==> config.mk <==
export PLATFORM = sky130hd
export DESIGN_NAME = e2g_vec_cell
export DESIGN_NICKNAME = d
export VERILOG_FILES = /design/src/e2g_pkg.sv /design/src/e2g_vec_cell.sv
export SDC_FILE = /design/constraint.sdc
export NUM_CORES = 1
export LEC_CHECK = 0
export ABC_AREA = 0
export BUFFER_PORTS_ARGS = -buffer_cell sky130_fd_sc_hd__buf_4
export CORE_MARGIN = 2
export CORE_UTILIZATION = 35
export DETAILED_ROUTE_END_ITERATION = 8
export PLACE_DENSITY = 0.66
export SETUP_SLACK_MARGIN = 0.1
export SYNTH_ARGS = -nofsm -noshare
export SYNTH_HDL_FRONTEND = slang
export SYNTH_SLANG_ARGS = --single-unit
==> constraint.sdc <==
create_clock -name clk -period 1 [get_ports clk]
set_input_delay 0.2 -clock clk [delete_from_list [all_inputs] [get_ports clk]]
set_output_delay 0.2 -clock clk [all_outputs]
set_load 0.1 [all_outputs]
==> src/e2g_pkg.sv <==
// Package for the equatorial to galactic converter: widths, cell payload types,
// CORDIC arctangent table, gain and rotation constants built at elaboration.
// Used by the CORDIC cells and the top level; depends on nothing.
package e2g_pkg;

	localparam int ANG_W  = 32;                 // internal binary angle, turn = 2^ANG_W
	localparam int NS     = 32;                 // CORDIC stages per chain
	localparam int SW     = 34;                 // signed Q30 vector and angle accumulator width
	localparam int STG_W  = $clog2(NS);
	localparam int VQ     = 30;

	typedef logic [ANG_W-1:0] atan_tab_t [NS];

	typedef struct packed {
		logic [1:0]           quad;
		logic signed [SW-1:0] x;
		logic signed [SW-1:0] y;
		logic signed [SW-1:0] z;
	} rot_t;

	typedef struct packed {
		logic                 zero;
		logic signed [SW-1:0] x;
		logic signed [SW-1:0] y;
		logic signed [SW-1:0] z;
		logic [SW-1:0]        side;
	} vec_t;

	// restoring long division, elaboration only
	function automatic logic [63:0] udiv(input logic [63:0] n, input logic [63:0] d);
		logic [63:0] q;
		logic [63:0] r;
		q = '0;
		r = '0;
		for (int i = 63; i >= 0; i--) begin
			r = {r[62:0], n[i]};
			if (r >= d) begin
				r    = r - d;
				q[i] = 1'b1;
			end
		end
		return q;
	endfunction

	function automatic logic [63:0] frac_div(input logic [63:0] num, input logic [63:0] den,
		input int bits);
		logic [63:0] q;
		logic [63:0] r;
		q = udiv(num, den);
		r = num - q * den;
		for (int i = 0; i < bits; i++) begin
			q = q << 1;
			r = r << 1;
			if (r >= den) begin
				r    = r - den;
				q[0] = 1'b1;
			end
		end
		return q;
	endfunction

	function automatic logic [63:0] frac_div_round(input logic [63:0] num,
		input logic [63:0] den, input int bits);
		return (frac_div(num, den, bits + 1) + 64'd1) >> 1;
	endfunction

	// atan(2^-i) in Q62 radians by its series, i >= 1
	function automatic logic [63:0] atan_pow2_q62(input int i);
		logic [63:0]        t;
		logic signed [63:0] sum;
		logic [63:0]        term;
		logic [63:0]        k;
		t   = (64'd1 << 62) >> i;
		sum = '0;
		k   = '0;
		while (t != 0) begin
			term = udiv(t, 2 * k + 64'd1);
			if (k[0])
				sum = sum - $signed(term);
			else
				sum = sum + $signed(term);
			t = (2 * i < 64) ? (t >> (2 * i)) : 64'd0;
			k = k + 64'd1;
		end
		return sum;
	endfunction

	function automatic logic [63:0] quarter_pi_q62();
		logic [63:0]        t;
		logic [63:0]        k;
		logic [63:0]        term;
		logic signed [63:0] third;
		t     = udiv(64'd1 << 62, 64'd3);
		k     = '0;
		third = '0;
		while (t != 0) begin
			term = udiv(t, 2 * k + 64'd1);
			if (k[0])
				third = third - $signed(term);
			else
				third = third + $signed(term);
			t = udiv(t, 64'd9);
			k = k + 64'd1;
		end
		return atan_pow2_q62(1) + third;
	endfunction

	localparam logic [63:0] PI4_Q62 = quarter_pi_q62();

	function automatic atan_tab_t build_atan();
		atan_tab_t   tab;
		logic [63:0] r;
		logic [63:0] a;
		for (int i = 0; i < NS; i++) begin
			r      = (i == 0) ? PI4_Q62 : atan_pow2_q62(i);
			a      = frac_div_round(r, PI4_Q62, ANG_W - 3);
			tab[i] = a[ANG_W-1:0];
		end
		return tab;
	endfunction

	function automatic logic [63:0] isqrt64(input logic [63:0] v);
		logic [63:0] res;
		logic [63:0] b;
		logic [63:0] w;
		res = '0;
		w   = v;
		b   = 64'd1 << 62;
		while (b > w)
			b = b >> 2;
		while (b != 0) begin
			if (w >= res + b) begin
				w   = w - (res + b);
				res = (res >> 1) + b;
			end else begin
				res = res >> 1;
			end
			b = b >> 2;
		end
		return res;
	endfunction

	function automatic logic [63:0] build_gain();
		logic [63:0] p;
		logic [63:0] g;
		p = 64'd1 << 60;
		for (int i = 0; i < NS; i++)
			if (2 * i < 64)
				p = p + (p >> (2 * i));
		g = isqrt64(p);
		return (udiv(64'd1 << 61, g) + 64'd1) >> 1;
	endfunction

	localparam atan_tab_t ATAN_TAB = build_atan();

	localparam logic [63:0] K_GAIN_64 = build_gain();
	localparam logic [63:0] TILT_S_64 =
		frac_div_round(64'd88998808748, 64'd100000000000, VQ);
	localparam logic [63:0] TILT_C_64 =
		frac_div_round(64'd45598377618, 64'd100000000000, VQ);
	localparam logic [63:0] NODE_LON_64 =
		frac_div_round(frac_div(64'd49368292465, 64'd80000000000, 62), PI4_Q62, ANG_W);
	localparam logic [63:0] LON_OFF_64 =
		frac_div_round(frac_div(64'd57477043300, 64'd800000000000, 62), PI4_Q62, ANG_W);

	localparam logic signed [SW-1:0] K_GAIN  = $signed(K_GAIN_64[SW-1:0]);
	localparam logic signed [SW-1:0] TILT_S  = $signed(TILT_S_64[SW-1:0]);
	localparam logic signed [SW-1:0] TILT_C  = $signed(TILT_C_64[SW-1:0]);
	localparam logic [ANG_W-1:0]     NODE_LON = NODE_LON_64[ANG_W-1:0];
	localparam logic [ANG_W-1:0]     LON_OFF  = LON_OFF_64[ANG_W-1:0];

	// Q30 product with round half up, floor shift
	function automatic logic signed [SW-1:0] fmul(input logic signed [SW-1:0] a,
		input logic signed [SW-1:0] b);
		logic signed [2*SW-1:0] p;
		p = a * b + (2*SW)'(64'sd1 <<< (VQ - 1));
		return p[SW+VQ-1:VQ];
	endfunction

endpackage

==> src/e2g_vec_cell.sv <==
// One vectoring-mode CORDIC cell: drives y toward zero and accumulates the angle.
// Depends on e2g_pkg.
module e2g_vec_cell (
	input  logic                      clk,
	input  logic                      arst_n,
	input  logic                      en,
	input  logic [e2g_pkg::STG_W-1:0] stage,
	input  logic                      d_v,
	input  e2g_pkg::vec_t             d,
	output logic                      q_v,
	output e2g_pkg::vec_t             q
);
	import e2g_pkg::*;

	logic                 v_q;
	vec_t                 data_q;
	vec_t                 nxt;
	logic signed [SW-1:0] dx;
	logic signed [SW-1:0] dy;
	logic signed [SW-1:0] atn;

	always_comb begin
		dx       = d.y >>> stage;
		dy       = d.x >>> stage;
		atn      = $signed(SW'(ATAN_TAB[stage]));
		nxt.zero = d.zero;
		nxt.side = d.side;
		if (!d.y[SW-1]) begin
			nxt.x = d.x + dx;
			nxt.y = d.y - dy;
			nxt.z = d.z + atn;
		end else begin
			nxt.x = d.x - dx;
			nxt.y = d.y + dy;
			nxt.z = d.z - atn;
		end
	end

	always_ff @(posedge clk or negedge arst_n) begin
		if (!arst_n)
			v_q <= 1'b0;
		else if (en)
			v_q <= d_v;
	end

	always_ff @(posedge clk) begin
		if (en)
			data_q <= nxt;
	end

	assign q_v = v_q;
	assign q   = data_q;

endmodule

==> impl_metrics.tcl, run 1 <==
set metrics [dict create \
    drt-total-wl_mm 80.86 \
    cts-root-buf "clkbuf_16" \
    num_rows 81 \
    fin_hold_ws_ps 29.23 \
    multi_input_area_um2 13910 \
    track_usage 0.3094 \
    rsz0062_at_grt "yes" \
    pre_cts_slack_ps -4872 \
    r2r_start "q_v" \
    synth_area_um2 17160 \
    dieArea_um2 50810 \
    ys_seq_elements 138 \
    die_width_um 225.4 \
    cts_buffers 17 \
    gp_congestion 0.9954 \
    status "finished, violations left" \
    worstMarginPinSlew_ps 798.5 \
    timing.final.crit_share 5.057 \
    drive_above_1_share 0.5504 \
    fmax_ghz 0.1977 \
    start_util 0.3527 \
    grt_pass1_vias 20450 \
    drt-pass1-iter-count 6 \
    cellPowerDensity_nw_per_um2 1597 \
    final_nets 3271 \
    max-cap-violations 0 \
    end_kind "flip-flop" \
    ioPinCount 284 \
    timing.rr.end "q_v" \
    cts_tree "built" \
    die_h_um 225.4 \
    drv_slew 0 \
    grt_pass1_wl_mm 119.6 \
    crit_path_end "q[101]" \
    rr_worst_depth 1 \
    antenna_found_initial 1 \
    drt-vias-per-instance 5.604 \
    synth.distinct_cells 96 \
    min_period_ps 5057 \
    drt_iter0_drc 1825 \
    synth_common_cells "nor2_1, a21oi_1, edfxtp_1" \
    fin_skew_ps 0 \
    synth_seq_area_share 0.2412 \
    worst_slew_margin_rel 0.4652 \
    syn_to_final_growth_pct 74.31 \
    cp_max_fo 7 \
    synth_top_area_frac 0.2398 \
    max_stage_delay_ps 550 \
    synthesis.nets 2114 \
    coreArea_um2 48650 \
    regToRegSetupSlack_ps 100 \
    setup.worst_path.start "stage[0]" \
    synth_area_leaders "edfxtp_1, mux4_2, ha_1" \
    clk_path_buf_depth 2 \
    wl_per_cell_um 22.17 \
    hp-class "in2reg" \
    layout_setup_ws_ps -4057 \
    hold_viol 0 \
    critPathRequiredTime_ps 1230 \
    grt_max_degree 53 \
    cts.clk_slew.worst_paths_ps 70 \
    yosys.area.top_type "edfxtp_1" \
    setup_viol 240 \
    ys_warn_count 0 \
    yosysMostFrequentCell "nor2_1" \
    cpMaxStageDelayCell "mux4_2" \
    dp_hpwl_mm 61.29 \
    synthCells 1855 \
    ir_worst_vdd_mv 1.432 \
    fillers 4038 \
    critPathKind "in2reg" \
    drc 0 \
    detail-route-antenna-nets 0 \
    synth_ff_type "edfxtp_1" \
    htreeDepth 4 \
    regArea_um2 4143 \
    synth_edf_count 137 \
    arrival_ps 5290 \
    clock_latency_ps 490 \
    cts.sinks 138 \
    avgSynthCellArea_um2 9.250 \
    async_flop_share 0.007246 \
    io_buffers 283 \
    vias 20450 \
    leakage_nw 13.37 \
    overflow 0 \
    critPathLaunchType "input port" \
    violations "negative setup slack" \
]
[what timing repair did]
item                       in CTS  in global routing
buffers inserted              101                 55
cloned                          5                  2
pin swaps                      94                122
setup endpoints to repair     240                241
hold endpoints to repair       38                  0
gates resized for setup       230                188
hold buffers                   38                  0
[final cells by class]
class	count	share of cell area
clock inverters	14	0.005396
well taps	622	0.02602
flip-flops and latches	138	0.1385
inverters	53	0.007153
multi-input cells	1559	0.4649
clock buffers	18	0.01435
repair inverters	1	0.0002928
diodes	1	0.00008366
repair buffers	1242	0.3433
[power by group]
| group | switching [W] | internal (W) |
|---|---|---|
| Clock | 0.00297 | 0.00371 |
| Sequential | 0.000446 | 0.00811 |
| Combinational | 0.0196 | 0.0130 |
[cell usage in the layout, fill, tap and decap left out, types with 30 or more instances in the layout]
cell / instances
inv_1: 46
edfxtp_1: 137
xnor2_1: 91
ha_1: 98
a21oi_2: 40
dlygate4sd3_1: 38
xor2_1: 55
a21oi_1: 98
o21a_1: 32
a21o_1: 47
nand2b_1: 30
mux2i_1: 54
buf_4: 1064
o21ai_0: 56
nor3_1: 32
buf_6: 106
mux2_2: 34
nand2_1: 116
mux4_2: 78
nor2_1: 141
[worst min path at each step]
stage	endpoint	from	depth (start not counted)	slack (ps)
2_1_floorplan	q_v	arst_n	0	-100
3_3_place_gp	q_v	arst_n	1	-20
6_report	q[68]	d[68]	2	30
5_1_grt	q[68]	d[68]	2	40
4_1_cts	q[68]	d[68]	2	-6
3_5_place_dp	q_v	arst_n	1	-20
[cells by family (layout without fill, tap and decap cells)]
family / after synthesis / after routing / synth area share
AO/OA/AOI/OAI: 575 / 575 / 0.2218
XOR/XNOR: 155 / 155 / 0.07955
adder cells (fa/ha/maj): 113 / 113 / 0.08371
buffers and inverters: 158 / 1328 / 0.04638
flip-flops: 138 / 138 / 0.2412
multiplexers: 185 / 185 / 0.1740
other: 0 / 1 / 0
AND/OR/NAND/NOR: 531 / 531 / 0.1533
[state kept, by name, indices dropped and copies added (netlist names)]
signal and count:
q_v 1, q 137
[through the flow]
stage | std cells | area, µm² | total power (W) | TNS, ps | util
2_1_floorplan | 1855 | 17800 | 0.02680 | -346530 | -
3_3_place_gp | 3437 | 25970 | 0.03662 | -390090 | 0.5338
3_5_place_dp | 3437 | 25970 | 0.03693 | -396700 | 0.5338
4_1_cts | 3600 | 28730 | 0.04590 | -347350 | 0.5906
5_1_grt | 3648 | 29910 | 0.04976 | -372220 | 0.6148
6_report | 3648 | 29910 | 0.04778 | -353580 | 0.6148
[metal layers]
metal | vias to the layer above | wire (µm) | global-route usage | part of all wire
met5 | - | 0 | 0 | 0
met4 | 0 | 1965 | 0.09037 | 0.024
met3 | 116 | 5127 | 0.04511 | 0.063
met2 | 798 | 38650 | 0.5118 | 0.48
met1 | 10060 | 35110 | 0.4187 | 0.43
li1 | 9468 | - | - | -
[worst max-delay path, delay by kind of cell]
kind                       cells  cell delay, ps
AOI/OAI and AO/OA             13            2320
and+or+nand+nor                4             800
muxes                          2             770
adders and majority gates      2             570
xor gates and xnor gates       2             300
buffers and inverters          3             280
Note: power is estimated with default switching activity, not from simulation.
==> run 2: changes to the inputs <==
--- a/config.mk
+++ b/config.mk
@@ -6,7 +6,7 @@
 export NUM_CORES = 1
 export LEC_CHECK = 0
 export ABC_AREA = 0
-export BUFFER_PORTS_ARGS = -buffer_cell sky130_fd_sc_hd__buf_4
+export BUFFER_PORTS_ARGS = -buffer_cell sky130_fd_sc_hd__buf_2
 export CORE_MARGIN = 2
 export CORE_UTILIZATION = 35
 export DETAILED_ROUTE_END_ITERATION = 8
==> run 2 against run 1 <==
Combinational power is 6% higher. Die area unchanged. Total power grew 4.9%. Fmax grew 1.7%. The flow still finishes with violations (negative setup slack). Clock-buffer cell count is the same. Largest power group unchanged. Via count shrank 0.95%. Global-route usage fell by 0.34 points. Design area up 2.7%. Critical endpoint is now q[98]. Clock skew unchanged. Non-clock buffer count shrank 20. Core utilization rose by 1.7 points. Wire length shrank 1.9%.
==> impl_metrics.tcl, run 2 (same netlist as run 1, synthesis figures left out) <==
set metrics [dict create \
    ioPinCount 284 \
    holdPathStages 2 \
    hold_viol 0 \
    drv_slew 0 \
    fin_area_um2 30730 \
    worst_slew_margin_rel 0.4406 \
    critPathLaunchType "input port" \
    cts.sinks 138 \
    hold-path-endpoint "q[68]" \
    cts_tree "built" \
    regToRegSetupSlack_ps 120 \
    dp.cells 3449 \
    worstMarginPinSlew_ps 839.1 \
    grt_pass1_vias 20500 \
    dieArea_um2 50810 \
    final_nets 3250 \
    num_rows 81 \
    r2r_start "q_v" \
    placed_area_um2 27540 \
    timing.final.crit_share 4.971 \
    grt_max_degree 73 \
    pre_cts_slack_ps -4829 \
    htreeDepth 4 \
    cts-root-buf "clkbuf_16" \
    layout_setup_ws_ps -3971 \
    fin_hold_ws_ps 36.88 \
    drt_iter0_drc 2052 \
    drt-vias-per-instance 5.582 \
    cellPowerDensity_nw_per_um2 1631 \
    io_buffers 283 \
    final_common_cell "buf_4" \
    vias 20250 \
    stdcell_count 3628 \
    cts.clk_slew.worst_paths_ps 60 \
    clock_latency_ps 490 \
    antenna_found_initial 2 \
    coreArea_um2 48650 \
    start_util 0.3527 \
    syn_to_final_growth_pct 79.07 \
    track_usage 0.3060 \
    arrival_ps 5200 \
    die_width_um 225.4 \
    cp_max_fo 7 \
    drc 0 \
    min_from "d[68]" \
    layout_common_cells "buf_4, buf_12, nor2_1" \
    drt-pass1-iter-count 8 \
    rr_worst_depth 1 \
    overflow 0 \
    ir_worst_vdd_mv 1.618 \
    cts_buffers 17 \
    timing.rr.end "q_v" \
    die_h_um 225.4 \
    tns_ps -346580 \
    gp_congestion 0.9850 \
    dp_hpwl_mm 61.64 \
    fin_skew_ps 0 \
    status "finished, violations left" \
    max-cap-violations 0 \
    wl_per_cell_um 21.86 \
    fmax_ghz 0.2011 \
    setup.worst_path.start "stage[2]" \
    critPathKind "in2reg" \
    end_kind "flip-flop" \
    largest_reg_flops 137 \
    clk_path_buf_depth 2 \
    drive_above_1_share 0.5323 \
    leakage_nw 13.71 \
    detail-route-antenna-nets 0 \
    grt_pass1_wl_mm 117.9 \
    drt-total-wl_mm 79.30 \
    violations "negative setup slack" \
    hp-class "in2reg" \
    setup_viol 240 \
    min_period_ps 4971 \
    critPathRequiredTime_ps 1230 \
    rsz0062_at_grt "yes" \
]
## run 2: changes by cell type in the layout (fill, tap and decap cells not counted), sizes merged
cell	before	now
buf	1202	1182
clkinvlp	2	1
diode	1	2
clkbuf	20	19
bufbuf	0	1
## run 2: how the worst max path moves through the flow
stage | endpoint | slack (ps) | cells after the start
2_1_floorplan | q[101] | -4560 | 29
3_3_place_gp | q[98] | -4770 | 23
3_5_place_dp | q[100] | -4830 | 25
4_1_cts | q[101] | -3840 | 23
5_1_grt | q[101] | -4120 | 23
6_report | q[98] | -3970 | 24
## run 2: worst max-delay path, cell delays in order
cell and delay, ps:
buf_12 130, mux2_4 290, mux4_2 530, mux2_4 310
a221o_1 430, nor4b_4 280, buf_4 180, nand4_4 150
nor4_4 250, nor3_2 80, o21ai_1 160, o21ai_1 90
ha_1 310, buf_4 140, buf_6 110, a21o_1 160
a21o_1 170, a21o_1 180, a21oi_2 160, a31oi_2 130
a41oi_2 200, nand2b_1 140, a221oi_2 270, xnor2_1 120
## run 2: layout make-up
cell class / count / area, µm²
timing repair buffer: 1222 / 11430
multi-input combinational: 1559 / 13560
sequential: 138 / 4143
fill: 3885 / 17920
clock buffer: 18 / 429.2
inverter: 53 / 220.2
tap: 622 / 778.2
clock inverter: 14 / 163.9
antenna: 2 / 5.005
## run 2: per-layer routing
metal	up-vias	part of all wire	global-route usage
met1	9842	0.43	0.4013
met5	-	0	0
met2	829	0.47	0.4909
met3	149	0.073	0.06402
li1	9430	-	-
met4	0	0.035	0.1239
## run 2: per-stage QoR
step,utilization,power [W]
detailed placement,0.5660,0.04050
global route,0.6316,0.05213
finish,0.6316,0.05012
CTS,0.6135,0.04870
global placement,0.5660,0.04017
floorplan,-,0.02680
## run 2: power by group
group          leakage [nW]  switching, W  internal, W
registers              1.35      0.000989      0.00818
logic                  12.1        0.0192       0.0151
clock network         0.287       0.00292      0.00373
total                  13.7        0.0231       0.0270
## run 2: timing repair
| item | in CTS | in global routing |
|---|---|---|
| setup buffers | 60 | 45 |
| cloned | 5 | 1 |
| pin swaps | 73 | 66 |
| setup endpoints to repair | 240 | 240 |
| endpoints found under the hold margin | 37 | 0 |
| hold buffers | 38 | 0 |
| gates resized for setup | 197 | 122 |
